`src/bqr_pkg.sv`:
```
// ----------------------------------------------------------------------------
// bqr_pkg
// Shared types and codes of the bounded queue with removal: operation and
// status codes, and the command and status groups between controller and
// datapath.
// ----------------------------------------------------------------------------
`default_nettype none

package bqr_pkg;

  // width of the length limit register
  localparam int unsigned MaxEntriesW = 5;

  // operation codes of a request
  typedef enum logic [1:0] {
    OP_ENQUEUE = 2'd0,
    OP_DEQUEUE = 2'd1,
    OP_PEEK    = 2'd2,
    OP_REMOVE  = 2'd3
  } op_e;

  // result status codes
  typedef enum logic [1:0] {
    ST_OK        = 2'd0,
    ST_FULL      = 2'd1,
    ST_EMPTY     = 2'd2,
    ST_NOT_FOUND = 2'd3
  } status_e;

  // slot read address select
  typedef enum logic [1:0] {
    RD_HEAD  = 2'd0,
    RD_CUR   = 2'd1,
    RD_NEXT  = 2'd2,
    RD_NEXT2 = 2'd3
  } rd_sel_e;

  // controller to datapath commands
  typedef struct packed {
    logic    load;
    logic    push;
    logic    pop;
    logic    step;
    logic    move;
    logic    shrink;
    logic    report;
    logic    show_head;
    status_e status;
    rd_sel_e rd_sel;
  } dp_cmd_t;

  // datapath to controller status
  typedef struct packed {
    op_e  op;
    logic empty;
    logic full;
    logic match;
    logic last;
  } dp_stat_t;

endpackage

`default_nettype wire

```
`src/bqr_datapath.sv`:
```
// ----------------------------------------------------------------------------
// bqr_datapath
// Slot ring memory, head pointer, entry count, length limit register, the
// latched request, the search and compaction pointers and the result
// registers.
// ----------------------------------------------------------------------------
`default_nettype none

module bqr_datapath #(
  parameter int unsigned DEPTH       = 16,
  parameter int unsigned HANDLE_BITS = 16
) (
  input  wire logic                                 clk_i,
  input  wire logic                                 rst_ni,
  input  wire logic                                 cfg_we_i,
  input  wire logic [bqr_pkg::MaxEntriesW-1:0]      cfg_wdata_i,
  input  wire logic [1:0]                           op_i,
  input  wire logic [HANDLE_BITS-1:0]               entry_handle_i,
  input  wire bqr_pkg::dp_cmd_t                     cmd_i,
  output bqr_pkg::dp_stat_t                         stat_o,
  output logic                                      done_o,
  output logic [1:0]                                status_o,
  output logic [HANDLE_BITS-1:0]                    handle_out_o,
  output logic [$clog2(DEPTH+1)-1:0]                entry_count_o
);
  import bqr_pkg::*;

  localparam int unsigned PW   = $clog2(DEPTH);
  localparam int unsigned CW   = $clog2(DEPTH + 1);
  localparam int unsigned CMPW = (CW > MaxEntriesW) ? CW : MaxEntriesW;
  localparam logic [PW:0]   DepthW = (PW + 1)'(DEPTH);
  localparam logic [CW-1:0] DepthC = CW'(DEPTH);

  // ring index wrap, input below twice the depth
  function automatic logic [PW-1:0] wrap_idx(input logic [PW:0] v);
    if (v >= DepthW) begin
      return PW'(v - DepthW);
    end
    return PW'(v);
  endfunction

  logic [HANDLE_BITS-1:0]  slots_q [DEPTH];
  logic [HANDLE_BITS-1:0]  rd_data_q;
  logic [PW-1:0]           head_q, head_d;
  logic [CW-1:0]           count_q, count_d;
  logic [MaxEntriesW-1:0]  max_q;
  op_e                     op_q;
  logic [HANDLE_BITS-1:0]  handle_q;
  logic [PW-1:0]           cur_q;
  logic [PW-1:0]           pos_q;
  logic                    done_q;
  status_e                 status_q;
  logic [HANDLE_BITS-1:0]  hout_q;
  logic [CW-1:0]           cnt_out_q;

  logic [PW-1:0]           next_cur, next2_cur, tail, head_inc, raddr, waddr;
  logic                    we;
  logic [HANDLE_BITS-1:0]  wdata;

  // ring addresses
  assign next_cur  = wrap_idx({1'b0, cur_q} + (PW + 1)'(1));
  assign next2_cur = wrap_idx({1'b0, cur_q} + (PW + 1)'(2));
  assign tail      = wrap_idx({1'b0, head_q} + (PW + 1)'(count_q));
  assign head_inc  = wrap_idx({1'b0, head_q} + (PW + 1)'(1));

  // status toward the controller
  always_comb begin
    stat_o.op    = op_q;
    stat_o.empty = (count_q == '0);
    stat_o.full  = (count_q == DepthC) ||
                   ((max_q != '0) && (CMPW'(count_q) >= CMPW'(max_q)));
    stat_o.match = (rd_data_q == handle_q);
    stat_o.last  = ((CW'(pos_q) + CW'(1)) == count_q);
  end

  // read address select
  always_comb begin
    case (cmd_i.rd_sel)
      RD_HEAD:  raddr = head_q;
      RD_CUR:   raddr = cur_q;
      RD_NEXT:  raddr = next_cur;
      RD_NEXT2: raddr = next2_cur;
      default:  raddr = head_q;
    endcase
  end

  // write port: append at tail or close the gap during removal
  always_comb begin
    we    = cmd_i.push || cmd_i.move;
    waddr = cmd_i.push ? tail : cur_q;
    wdata = cmd_i.push ? handle_q : rd_data_q;
  end

  // slot memory, registered read
  always_ff @(posedge clk_i) begin
    if (we) begin
      slots_q[waddr] <= wdata;
    end
    rd_data_q <= slots_q[raddr];
  end

  // next head and count
  always_comb begin
    head_d  = cmd_i.pop ? head_inc : head_q;
    count_d = count_q;
    if (cmd_i.push) begin
      count_d = count_q + CW'(1);
    end else if (cmd_i.pop || cmd_i.shrink) begin
      count_d = count_q - CW'(1);
    end
  end

  // control registers
  always_ff @(posedge clk_i or negedge rst_ni) begin
    if (!rst_ni) begin
      head_q  <= '0;
      count_q <= '0;
      max_q   <= '0;
      done_q  <= 1'b0;
    end else begin
      head_q  <= head_d;
      count_q <= count_d;
      done_q  <= cmd_i.report;
      if (cfg_we_i) begin
        max_q <= cfg_wdata_i;
      end
    end
  end

  // request latch and walk pointers
  always_ff @(posedge clk_i) begin
    if (cmd_i.load) begin
      op_q     <= op_e'(op_i);
      handle_q <= entry_handle_i;
      cur_q    <= head_q;
      pos_q    <= '0;
    end else if (cmd_i.step || cmd_i.move) begin
      cur_q <= next_cur;
      pos_q <= pos_q + PW'(1);
    end
  end

  // result registers
  always_ff @(posedge clk_i) begin
    if (cmd_i.report) begin
      status_q  <= cmd_i.status;
      hout_q    <= cmd_i.show_head ? rd_data_q : '0;
      cnt_out_q <= count_d;
    end
  end

  assign done_o        = done_q;
  assign status_o      = status_q;
  assign handle_out_o  = hout_q;
  assign entry_count_o = cnt_out_q;

endmodule

`default_nettype wire

```
`src/bqr_ctrl.sv`:
```
// ----------------------------------------------------------------------------
// bqr_ctrl
// Controller of the bounded queue: takes a request, runs the single step of
// enqueue, dequeue and peek, or the search and compaction walk of remove.
// ----------------------------------------------------------------------------
`default_nettype none

module bqr_ctrl (
  input  wire logic               clk_i,
  input  wire logic               rst_ni,
  input  wire logic               start,
  output logic                    busy,
  input  wire bqr_pkg::dp_stat_t  stat_i,
  output bqr_pkg::dp_cmd_t        cmd_o
);
  import bqr_pkg::*;

  typedef enum logic [1:0] {
    S_IDLE,
    S_EXEC,
    S_SEARCH,
    S_SHIFT
  } state_e;

  state_e state_q, state_d;

  // command decode and next state
  always_comb begin
    state_d = state_q;
    cmd_o   = '{
      load: 1'b0, push: 1'b0, pop: 1'b0, step: 1'b0, move: 1'b0,
      shrink: 1'b0, report: 1'b0, show_head: 1'b0,
      status: ST_OK, rd_sel: RD_HEAD
    };
    case (state_q)
      S_IDLE: begin
        cmd_o.rd_sel = RD_HEAD;
        if (start) begin
          cmd_o.load = 1'b1;
          state_d    = S_EXEC;
        end
      end
      S_EXEC: begin
        cmd_o.rd_sel = RD_CUR;
        state_d      = S_IDLE;
        case (stat_i.op)
          OP_ENQUEUE: begin
            cmd_o.report = 1'b1;
            if (stat_i.full) begin
              cmd_o.status = ST_FULL;
            end else begin
              cmd_o.push = 1'b1;
            end
          end
          OP_DEQUEUE: begin
            cmd_o.report = 1'b1;
            if (stat_i.empty) begin
              cmd_o.status = ST_EMPTY;
            end else begin
              cmd_o.pop       = 1'b1;
              cmd_o.show_head = 1'b1;
            end
          end
          OP_PEEK: begin
            cmd_o.report = 1'b1;
            if (stat_i.empty) begin
              cmd_o.status = ST_EMPTY;
            end else begin
              cmd_o.show_head = 1'b1;
            end
          end
          OP_REMOVE: begin
            if (stat_i.empty) begin
              cmd_o.report = 1'b1;
              cmd_o.status = ST_EMPTY;
            end else begin
              state_d = S_SEARCH;
            end
          end
          default: begin
            cmd_o.report = 1'b1;
          end
        endcase
      end
      // compare one slot a cycle from the head
      S_SEARCH: begin
        cmd_o.rd_sel = RD_NEXT;
        if (stat_i.match) begin
          state_d = S_SHIFT;
        end else if (stat_i.last) begin
          cmd_o.report = 1'b1;
          cmd_o.status = ST_NOT_FOUND;
          state_d      = S_IDLE;
        end else begin
          cmd_o.step = 1'b1;
        end
      end
      // pull later slots one place toward the head
      S_SHIFT: begin
        cmd_o.rd_sel = RD_NEXT2;
        if (stat_i.last) begin
          cmd_o.shrink = 1'b1;
          cmd_o.report = 1'b1;
          state_d      = S_IDLE;
        end else begin
          cmd_o.move = 1'b1;
        end
      end
      default: begin
        state_d = S_IDLE;
      end
    endcase
  end

  // state register
  always_ff @(posedge clk_i or negedge rst_ni) begin
    if (!rst_ni) begin
      state_q <= S_IDLE;
    end else begin
      state_q <= state_d;
    end
  end

  assign busy = (state_q != S_IDLE);

endmodule

`default_nettype wire

```
`src/bounded_queue_with_removal.sv`:
```
// ----------------------------------------------------------------------------
// bounded_queue_with_removal
// FIFO of entry handles in a ring of DEPTH slots with a length limit and
// remove-by-value.
// ----------------------------------------------------------------------------
// Usage:
//   A request (op_i, entry_handle_i) is taken at a clock edge with start high
//   and busy low. Ops: enqueue, dequeue, peek head, remove a given handle.
//   Each request gives one result (status_o, handle_out_o, entry_count_o),
//   shown for exactly one cycle with done_o high; the receiver cannot stall.
//   Enqueue, dequeue and peek: the result shows in the cycle after the
//   working cycle, and a new request is taken in the cycle the result shows.
//   Remove walks the ring through the single memory read port, one slot a
//   cycle: search up to the match or the last entry, then, when the handle
//   is found, compaction of the later slots.
//   The length limit is written through cfg_we_i / cfg_wdata_i while the
//   block is idle; 0, or a value above DEPTH, means DEPTH.
//   Reset empties the queue, clears the limit and the controller; slot
//   contents are not cleared and need no clearing pass.
// ----------------------------------------------------------------------------
`default_nettype none

module bounded_queue_with_removal #(
  parameter int unsigned DEPTH       = 16,
  parameter int unsigned HANDLE_BITS = 16
) (
  input  wire logic                              clk_i,
  input  wire logic                              rst_ni,
  input  wire logic                              start,
  output logic                                   busy,
  input  wire logic [1:0]                        op_i,
  input  wire logic [HANDLE_BITS-1:0]            entry_handle_i,
  input  wire logic                              cfg_we_i,
  input  wire logic [bqr_pkg::MaxEntriesW-1:0]   cfg_wdata_i,
  output logic                                   done_o,
  output logic [1:0]                             status_o,
  output logic [HANDLE_BITS-1:0]                 handle_out_o,
  output logic [$clog2(DEPTH+1)-1:0]             entry_count_o
);
  import bqr_pkg::*;

  dp_cmd_t  cmd;
  dp_stat_t stat;

  // controller
  bqr_ctrl u_ctrl (
    .clk_i  (clk_i),
    .rst_ni (rst_ni),
    .start  (start),
    .busy   (busy),
    .stat_i (stat),
    .cmd_o  (cmd)
  );

  // datapath
  bqr_datapath #(
    .DEPTH       (DEPTH),
    .HANDLE_BITS (HANDLE_BITS)
  ) u_datapath (
    .clk_i          (clk_i),
    .rst_ni         (rst_ni),
    .cfg_we_i       (cfg_we_i),
    .cfg_wdata_i    (cfg_wdata_i),
    .op_i           (op_i),
    .entry_handle_i (entry_handle_i),
    .cmd_i          (cmd),
    .stat_o         (stat),
    .done_o         (done_o),
    .status_o       (status_o),
    .handle_out_o   (handle_out_o),
    .entry_count_o  (entry_count_o)
  );

  // a taken request keeps the block busy in the next cycle
  a_accept_busy: assert property (@(posedge clk_i) disable iff (!rst_ni)
    start && !busy |=> busy)
    else $error("request taken but block not busy");

  // results are never back to back
  a_done_spaced: assert property (@(posedge clk_i) disable iff (!rst_ni)
    done_o |=> !done_o)
    else $error("two results in consecutive cycles");

  // an empty report always carries a zero count
  a_empty_count: assert property (@(posedge clk_i) disable iff (!rst_ni)
    done_o && (status_o == ST_EMPTY) |-> (entry_count_o == '0))
    else $error("empty status with nonzero count");

  // only a successful result carries a handle
  a_handle_zero: assert property (@(posedge clk_i) disable iff (!rst_ni)
    done_o && (status_o != ST_OK) |-> (handle_out_o == '0))
    else $error("handle on a failed result");

endmodule

`default_nettype wire

```
`config.mk`:
```
export PLATFORM = sky130hd
export DESIGN_NAME = bounded_queue_with_removal
export DESIGN_NICKNAME = d
export VERILOG_FILES = /design/src/bqr_pkg.sv /design/src/bqr_datapath.sv /design/src/bqr_ctrl.sv /design/src/bounded_queue_with_removal.sv
export SDC_FILE = /design/constraint.sdc
export NUM_CORES = 1
export LEC_CHECK = 0
export BUFFER_PORTS_ARGS = -buffer_cell sky130_fd_sc_hd__buf_2
export CORE_UTILIZATION = 50
export DETAILED_ROUTE_END_ITERATION = 7
export PLACE_DENSITY = 0.69
export SYNTH_ARGS = -nofsm -noshare
export SYNTH_HDL_FRONTEND = slang
export SYNTH_HIERARCHICAL = 1
export SYNTH_SLANG_ARGS = --single-unit
```
`constraint.sdc`:
```
create_clock -name clk_i -period 11.5 [get_ports clk_i]
set_input_delay 1.15 -clock clk_i [delete_from_list [all_inputs] [get_ports clk_i]]
set_output_delay 1.15 -clock clk_i [all_outputs]
set_load 0.01 [all_outputs]
```
# After elaboration in Yosys (flattened, before gate mapping)
# Memory sizes are Yosys's and may differ from the RTL's. A register that Yosys moved wholly into a read port is not among the register bits.
# Index checks and enable logic that the tools add are counted.
# W data, S select, Z words.
[op_classes] eq_ne=13 mul=0 bitwise_logic=0 reduce_logical=15 n_lt_le_gt_ge=5 div=0 addsub=12 n_mux=52 shift=0
[ops] operator="$mux W4" count=11
[ops] operator="$mux W1" count=21
[ops] operator="$ge A5 B5 Y1 const B" count=4
[ops] operator="$mux W2" count=10
[ops] operator="$eq A16 B16 Y1" count=1
[ops] operator="$mux W16" count=1
[ops] operator="$pmux W2 S4" count=2
[ops] operator="$pmux W4 S4" count=1
[ops] operator="$sub A4 B1 Y4 const B" count=4
[ops] operator="$add A4 B1 Y5 const B" count=3
[ops] operator="$eq A2 B2 Y1 const B" count=6
[ops] operator="$mux W5" count=2
[ops] operator="$pmux W2 S2" count=2
[ops] operator="$eq A2 B1 Y1 const B" count=3
[ops] operator="$logic_not A2 Y1" count=3
[ops] operator="$reduce_or A3 Y1" count=2
[ops] operator="$add A4 B2 Y5 const B" count=1
[ops] operator="$add A4 B5 Y5" count=1
[ops] operator="$add A5 B1 Y5 const B" count=1
[ops] operator="$eq A5 B5 Y1" count=1
[ops] operator="$eq A5 B5 Y1 const B" count=1
[ops] operator="$ge A5 B5 Y1" count=1
[ops] operator="$logic_not A5 Y1" count=1
[ops] operator="$reduce_bool A5 Y1" count=1
[ops] operator="other kinds (9)" count=13
[word_totals] romBits=0 ff_bits=66 ram_bits=256 memories=1 latch_bits=0 elab_cells=110
[mem_list] memory="u_datapath.slots_q" depth=16 word_bits=16 rd=1 rd_ports_with_merged_regs=1 write_ports=1 line_no="bqr_datapath.sv:42" text="logic [HANDLE_BITS-1:0] slots_q [DEPTH];"

# Depth between registers and ports, before layout
# Gate-level depths: netlist (run 1).
[depth] depth_word=9 depth_mapped=14 depth_no_buf=13

# Hierarchy
# Netlist (run 1), hierarchy kept.
[by_module_without_submodules] mod="bqr_datapath" n_inst=1 cells_each=856 area_per_inst_um2=13809.5 seq_area_each_um2=9814.4
[by_module_without_submodules] mod="bqr_ctrl" n_inst=1 cells_each=44 area_per_inst_um2=342.8 seq_area_each_um2=50.0

# Worst setup path after synthesis (run 1)
# OpenSTA, ideal clock, no wires.
[synth_timing] kind="reg2reg" start="register u_datapath.count_q[0]" end="memory u_datapath.slots_q[11][0], enable pin" setup_ps=388 n_path_buf=2 period_less_slack_ps=3649 arrival_ps=3261 path_slack_ps=7851 path_stages_with_launch=15 path_cell_list="dfrtp_1 inv_1 ha_1 nand2b_1 a21o_1 a21o_1 a21o_1 a21oi_1 o21ai_0 nor2_1 clkbuf_1 buf_1 a21o_1 nand2_1 nor2_1"
[synth_rtl] element="from (decl)" line_no="bqr_datapath.sv:45" text="logic [CW-1:0] count_q, count_d;"
[synth_rtl] element="from (signal assigned)" line_no="bqr_datapath.sv:122" text="count_q <= count_d;"
[synth_rtl] element="to (decl)" line_no="bqr_datapath.sv:42"

==> results of run 1 <==
per-stage QoR:
stage               power, mW  hold slack, ns  utilization  worst slack, ns
floorplan                1.35           0.449            -             7.85
global placement         1.36           0.468        0.534             7.30
detailed placement       1.36           0.485        0.534             7.24
CTS                      2.56           0.502        0.579             7.24
global route             2.60           0.515        0.579             6.88
finish                   2.54           0.495        0.579             7.24
power groups by stage:
stage          logic (mW)  registers (mW)  clock network [mW]
2_1_floorplan     0.00454            1.35                   0
5_1_grt            0.0129            1.32                1.27
6_report           0.0110            1.32                1.21
3_5_place_dp       0.0113            1.35                   0
4_1_cts            0.0114            1.32                1.23
3_3_place_gp       0.0112            1.35                   0
synthesized netlist by cell type (7+ instances only):
| cell | instances |
|---|---|
| a211oi_1 | 33 |
| a21oi_1 | 25 |
| and2_1 | 19 |
| buf_1 | 7 |
| buf_6 | 12 |
| clkbuf_1 | 13 |
| dfrtp_1 | 17 |
| dfxtp_1 | 20 |
| edfxtp_1 | 301 |
| ha_1 | 22 |
| inv_1 | 11 |
| mux2_1 | 8 |
| mux2_2 | 44 |
| mux2i_1 | 129 |
| nand2_1 | 23 |
| nand3_1 | 7 |
| nor2_1 | 67 |
| o21ai_0 | 20 |
| o22ai_1 | 16 |
| xnor2_1 | 27 |
| xor2_1 | 8 |
cell usage in the layout, fill, tap and decap left out, drive strengths merged, types with 13 or more instances in the layout:
| master | count |
|---|---|
| inv | 13 |
| o21ai | 20 |
| nor2 | 67 |
| o22ai | 16 |
| ha | 22 |
| clkbuf | 53 |
| dfrtp | 17 |
| mux2 | 52 |
| a211oi | 33 |
| buf | 72 |
| and2 | 20 |
| xnor2 | 27 |
| dfxtp | 20 |
| mux2i | 129 |
| edfxtp | 301 |
| a21oi | 26 |
| nand2 | 23 |
final timing paths:
check	end	slack (ns)	cells after the start
worst max-delay path	u_datapath/rd_data_q[13]	7.24	10
worst min-delay path	u_datapath/pos_q[1]	0.49	2
worst max register to register	u_datapath/rd_data_q[13]	7.24	10
worst min register to register	u_datapath/pos_q[1]	0.49	2
max in group asynchronous	u_datapath/head_q[1]	10.63	1
min in group asynchronous	u_ctrl/state_q[0]	0.56	1
cells by family (layout without fill, tap and decap cells):
family,Yosys count,after routing,share of synthesized area
multiplexers,181,181,0.133
adder cells (fa/ha/maj),23,23,0.0209
AND/OR/NAND/NOR,152,152,0.0516
AO/OA/AOI/OAI,117,117,0.0539
flip-flops,338,338,0.697
buffers and inverters,54,152,0.0223
XOR/XNOR,35,35,0.0217
registers in the layout (all words and copies together), names as in the netlist:
register / count
u_ctrl/state_q: 2
u_datapath/count_q: 5
u_datapath/cur_q: 4
u_datapath/done_o: 1
u_datapath/entry_count_o: 5
u_datapath/handle_out_o: 16
u_datapath/handle_q: 16
u_datapath/head_q: 4
u_datapath/max_q: 5
u_datapath/op_q: 2
u_datapath/pos_q: 4
u_datapath/rd_data_q: 16
u_datapath/slots_q: 256
u_datapath/status_o: 2
cell type report:
| type | count | area share |
|---|---|---|
| clock buffer | 53 | 0.0670 |
| clock inverter | 15 | 0.0114 |
| inverter | 12 | 0.00280 |
| multi-input combinational | 508 | 0.251 |
| sequential | 338 | 0.613 |
| tap | 378 | 0.0294 |
| timing repair buffer | 72 | 0.0257 |
layer usage:
metal / vias up / track usage / wire, um
li1: 3584 / - / -
met3: 48 / 0.0319 / 1540
met4: 0 / 0.0658 / 694
met1: 3764 / 0.284 / 13100
met2: 196 / 0.343 / 14000
met5: - / 0 / 0
worst max-delay path, cell delays in order, from the launching register on:
cell and delay [ns]:
dfrtp_1 0.43, inv_1 0.11, ha_1 0.30, nor2_1 0.08
nor2_1 0.67, a221o_4 0.76, buf_4 0.73, mux2i_1 0.16
mux2i_1 0.23, o22ai_1 0.12, a211oi_1 0.42
==> summary.md, run 1 <==
| Metric | Value |
|---|---|
| Status | completed |
| GRT Util Overall | 0.208 |
| Cts repair resizes | 0 |
| Clk pwr share | 0.475 |
| Clock sink total | 338 |
| Antenna violations before repair | 0 |
| DRC errors left | 0 |
| Antenna-violating nets left | 0 |
| Max clock buf depth | 3 |
| Max-cap viol count | 0 |
| Syn-to-layout area delta | 13.7% |
| Starting Density | 0.509 |
| Die Y | around 170 um |
| Port bufs | 51 |
| Slew Limit Headroom | 0.268 |
| Hold Buf Count CTS | 0 |
| Syn_nets | 950 |
| Sequential cell area | about 9900 sq um |
| CTS tree | done |
| Largest net degree at the start of global routing | 84 |
| DP Area | 14800 sq um |
| Total CTS buffers | 37 |
| Min Tclk post-route | ~4.3 ns |
| Post-synth EDFFs | about 300 |
| RR Startpoint | u_ctrl/state_q[1] |
| Post-CTS setup buffer count | 0 |
| WP data arrival | 4.63 ns |
| CTS root buf | clkbuf_16 |
| Post-Syn Area | 14200 sq um |
| Seq cells post-synth | 338 |
| Post-DP HPWL | between 15 and 20 mm |
| Worst Setup SP | u_ctrl/state_q[1] |
| Worst-path clk slew | 0.06 ns |
| Main synth FF type | edfxtp_1 |
| Leak | 6.56 nW |
| Number of diodes | 0 |
| H-tree level count | 2 |
| Setup violations, final | 0 |
| CP max FO | 46 |
| Comb pwr share | 0.004 |
| Fillers | 2164 |
| Crit path kind | flip-flop to flip-flop |
| Clock Latency Late Sink | 0.52 ns |
| Multi-input logic area | 4030 sq um |
| Flop pwr share | 0.521 |
| Final non-filler cell total | roughly 1400 |
| Psw | 468 uW |
| Sequential share of the synthesized area | 0.697 |
| Vias in the first global route | 7298 |
| Synth top area share | 0.639 |
| Post-Syn Area per Cell | approximately 16 sq um |
| WL/cell | 21.3 um |
| I/O pin total | 52 |
| RSZ-0062 raised after global routing | no |
| Synth area leader | edfxtp_1 |
| Most area-consuming cells after synthesis | edfxtp_1 64%, mux2i_1 9.1%, mux2_2 3.5% |
| Rows | 61 |
| Power density over the cells | 158 nW/um^2 |
| Synth Warn # | 6 |
| Pint | 2.07 mW |
| Min-Delay Path Class | flip-flop to flip-flop |
| Drt first pass iters | 5 |
| Startpoint Class | flip-flop |
| Die width | 170 um |
| Pins Over Slew Limit | 0 |
| Initial DRC Count | 668 |
| Worst Tran Pin Value | 1.10 ns |
| Crit end category | flip-flop |
| Clk_skew | 0.0231 ns |
| Routed wire length | 29.3 mm |
| Drt via density | 5.52 |
| Hold wc startpoint | u_datapath/pos_q[1] |
| Crit share post-route | 0.371 |
| Dpl cells | 1308 |
| Synthesized netlist cell count | 900 |
| Setup TNS | 0 ns |
| Fmax | 235 MHz |
| Post-synth ARST share | 0.0503 |
| Fin. Hold Viols | 0 |
| Routability cong. | 0.781 |
| Die area | 29000 sq um |
| Vias | 7592 |
| First-pass GRT wire length | 44.3 mm |
| Final net count | 1019 |
| Maximum VDD drop | 0.000106 V |
| Share of cells above drive strength 1 | 0.196 |
| Switch share | 0.184 |
| Required time of the critical path | 11.87 ns |
| Netlist cell types | 53 |
| Overflow after GRT | 0 |
| Core Region | about 28000 sq um |
| Design area | 16100 sq um |
(Power assumes the default switching activity.)
==> inputs of run 2 (changes only) <==
--- a/config.mk
+++ b/config.mk
@@ -5,10 +5,11 @@
 export SDC_FILE = /design/constraint.sdc
 export NUM_CORES = 1
 export LEC_CHECK = 0
+export ABC_AREA = 1
 export BUFFER_PORTS_ARGS = -buffer_cell sky130_fd_sc_hd__buf_2
 export CORE_UTILIZATION = 50
 export DETAILED_ROUTE_END_ITERATION = 7
-export PLACE_DENSITY = 0.69
+export PLACE_DENSITY = 0.68
 export SYNTH_ARGS = -nofsm -noshare
 export SYNTH_HDL_FRONTEND = slang
 export SYNTH_HIERARCHICAL = 1
==> constraint.sdc (replaced) <==
create_clock -name clk_i -period 4.1 [get_ports clk_i]
set_input_delay 0.41 -clock clk_i [delete_from_list [all_inputs] [get_ports clk_i]]
set_output_delay 0.41 -clock clk_i [all_outputs]
set_load 0.01 [all_outputs]
==> summary.md, run 2 <==
| Metric | Value |
|---|---|
| Status | completed |
| Synth top area share | 0.607 (-0.0319) |
| Die Y | 175 um (+2.6%) |
| Rows | 62 (+1.6%) |
| Drt first pass iters | 6 (+1) |
| H-tree level count | 2 (unchanged) |
| Post-DP HPWL | 24.0 mm (+36%) |
| Place WS | 0.546 ns (-6.69 ns) |
| Hold wc startpoint | op_i[0] |
| Commonest non-fill, non-tap cell in the layout | nand2_1 |
| Core Region | 29000 sq um (+4.4%) |
| Top-count cell post-synth | nand2_1 |
| WL/cell | 20.7 um (-2.8%) |
| Fmax | 273 MHz (+16%) |
| R2R depth | 13 (+3) |
| Maximum VDD drop | 0.000392 V (+270%) |
| I/O pin total | 52 (unchanged) |
| Post-Syn Area per Cell | 10.6 sq um (-33%) |
| CTS root buf | clkbuf_16 |
| Post-synth EDFFs | 301 (unchanged) |
| Largest register FFs | 256 (unchanged) |
| WP data arrival | 3.89 ns (-0.74 ns) |
| Max clock buf depth | 3 (unchanged) |
| Main synth FF type | edfxtp_1 |
| Crit path kind | flip-flop to flip-flop |
| GRT Util Overall | 0.259 (+0.0509) |
| CP max FO | 30 (-35%) |
| Vias | 10700 (+41%) |
| Top post-synthesis cells by count | 490 x nand2_1, 301 x edfxtp_1, 122 x nand3_1 |
| Die width | 175 um (+2.6%) |
| DP Area | 15800 sq um (+6.3%) |
| Routability cong. | 0.886 (+13%) |
| Synthesized netlist cell count | 1410 (+57%) |
| Total CTS buffers | 37 (unchanged) |
| Clock Latency Late Sink | 0.53 ns (about the same) |
| Fin. Hold Viols | 0 (unchanged) |
| DRC errors left | 0 (unchanged) |
| RR Startpoint | u_datapath/count_q[2] |
| Setup TNS | 0 ns (unchanged) |
| Seq cells post-synth | 338 (unchanged) |
| Port bufs | 51 (unchanged) |
| Overflow after GRT | 0 (unchanged) |
| Max-cap viol count | 0 (unchanged) |
| Required time of the critical path | 4.32 ns (-7.55 ns) |
| Clock sink total | 338 (unchanged) |
| Startpoint Class | flip-flop |
| Drt via density | 5.68 (+2.9%) |
| CTS tree | done |
| Power density over the cells | 408 nW/um^2 (+160%) |
| Netlist cell types | 38 (-28%) |
| Post-synth ARST share | 0.0503 (unchanged) |
| Reg with most FFs | u_datapath/slots_q |
| Leak | 6.98 nW (+6.4%) |
| Vias in the first global route | 10100 (+38%) |
| Syn_nets | 1460 (+54%) |
| Slew Limit Headroom | 0.208 (-0.0600) |
| Min-Delay Path Class | primary input to flip-flop |
| RSZ-0062 raised after global routing | no |
| Hold_ws | 0.0545 ns (-0.440 ns) |
| Syn-to-layout area delta | 13.6% (about the same) |
| Routed wire length | 38.9 mm (+33%) |
| Crit end category | flip-flop |
| Fin worst setup slack | 0.435 ns (-6.80 ns) |
| Post-Syn Area | 14900 sq um (+5.3%) |
| Setup violations, final | 0 (unchanged) |
| Design area | 16900 sq um (+5.2%) |
| Crit share post-route | 0.894 (+0.523) |
| Worst-path clk slew | 0.06 ns (about the same) |
| Synth Warn # | 6 (unchanged) |
| Initial DRC Count | 1391 (+110%) |
| Worst Tran Pin Value | 1.18 ns (+0.0855 ns) |
| Min Tclk post-route | 3.67 ns (-0.599 ns) |
| Pins Over Slew Limit | 0 (unchanged) |
| Antenna-violating nets left | 0 (unchanged) |
| Clk_skew | 0.0196 ns (-0.00353 ns) |
| Hold EP | u_datapath/op_q[0] |
| Number of diodes | 0 (unchanged) |
| Sequential share of the synthesized area | 0.662 (-0.0348) |
| Final net count | 1519 (+49%) |
| Most area-consuming cells after synthesis | edfxtp_1 61%, nand2_1 12%, nand4_1 4.3% |
| Starting Density | 0.513 (+0.00404) |
| Most frequent cells in the layout | 489 x nand2_1, 301 x edfxtp_1, 122 x nand3_1 |
| Flop-to-flop setup slack | 0.43 ns (-6.80 ns) |
| Worst Hold Depth | 1 (-1) |
| Share of cells above drive strength 1 | 0.124 (-0.0721) |
| Worst r2r dst | u_datapath/slots_q[1][11] |
| Largest net degree at the start of global routing | 97 (+15%) |
| Die area | 30500 sq um (+5.2%) |
| Antenna violations before repair | 0 (unchanged) |
| First-pass GRT wire length | 59.8 mm (+35%) |
| Synth area leader | edfxtp_1 |
==> run 2: changes by cell type after synthesis, moves of 44 or more <==
cell	delta
nand4_1	+96
inv_1	+83
nand3_1	+115
mux2_2	-44
nand2_1	+467
mux2i_1	-129
==> run 2: worst max-delay path by stage <==
stage,startpoint,endpoint,slack (ns)
final,u_datapath/count_q[2],u_datapath/slots_q[1][11],0.43
after global routing,u_datapath/count_q[2],u_datapath/slots_q[1][10],0.16
after CTS,u_datapath/count_q[2],u_datapath/slots_q[1][10],0.52
after detailed placement,u_datapath/count_q[2],u_datapath/slots_q[1][11],0.55
after global placement,u_datapath/count_q[2],u_datapath/slots_q[1][11],0.69
after floorplan,u_datapath/pos_q[0],u_datapath/entry_count_o[0],0.74
==> run 2: final cells by class <==
type | instances | area, sq um
repair buffers | 96 | 658
clock buffers | 46 | 980
inverters | 99 | 372
clock inverters | 20 | 165
multi-input cells | 897 | 4400
flip-flops and latches | 338 | 9860
fillers | 2426 | 12100
well taps | 384 | 480
==> run 2: critical path: stages (launching register included) <==
cell      delay, ns
dfrtp_1        0.48
ha_1           0.38
a21oi_1        0.14
o21a_1         0.12
o311ai_0       0.12
o21ai_0        0.10
o21ai_0        0.17
nor2_2         0.18
buf_4          0.33
o21ai_0        0.22
inv_1          0.11
nand3_1        0.18
nor2_2         0.52
buf_4          0.30
==> run 2: through the flow <==
| step | utilization | power, mW | cells |
|---|---|---|---|
| 2_1_floorplan | - | 3.79 | 1410 |
| 3_3_place_gp | 0.543 | 3.81 | 1813 |
| 3_5_place_dp | 0.543 | 3.81 | 1813 |
| 4_1_cts | 0.583 | 6.95 | 1880 |
| 5_1_grt | 0.583 | 7.07 | 1880 |
| 6_report | 0.583 | 6.90 | 1880 |
==> run 2: timing repair <==
item / in CTS / in global routing
hold buffers: 1 / 0
hold endpoints to repair: 17 / 0
setup buffers: 0 / 0
resized for setup: 0 / 0
==> run 2: cells by family (layout without fill, tap and decap cells) <==
kind of cell | after synthesis | count (layout) | share of synthesized area
buffers and inverters | 175 | 261 | 0.0488
adders and majority gates | 23 | 23 | 0.0198
xor gates and xnor gates | 26 | 26 | 0.0153
and+or+nand+nor | 772 | 772 | 0.226
AOI/OAI and AO/OA | 76 | 76 | 0.0281
DFF | 338 | 338 | 0.662
==> run 2: power by group <==
part / internal [mW] / switching (mW) / leakage (nW)
Combinational: 0.0154 / 0.0199 / 2.94
Sequential: 3.70 / 0.00171 / 3.48
Clock: 1.83 / 1.33 / 0.562
Total: 5.55 / 1.35 / 6.98
==> run 2: metal layers <==
| metal | vias to the layer above | wire length (um) | global-route usage |
|---|---|---|---|
| met5 | - | 0 | 0 |
| met4 | 0 | 1090 | 0.0808 |
| met3 | 63 | 3700 | 0.0424 |
| met2 | 548 | 18000 | 0.406 |
| met1 | 5100 | 16100 | 0.372 |
| li1 | 4964 | - | - |
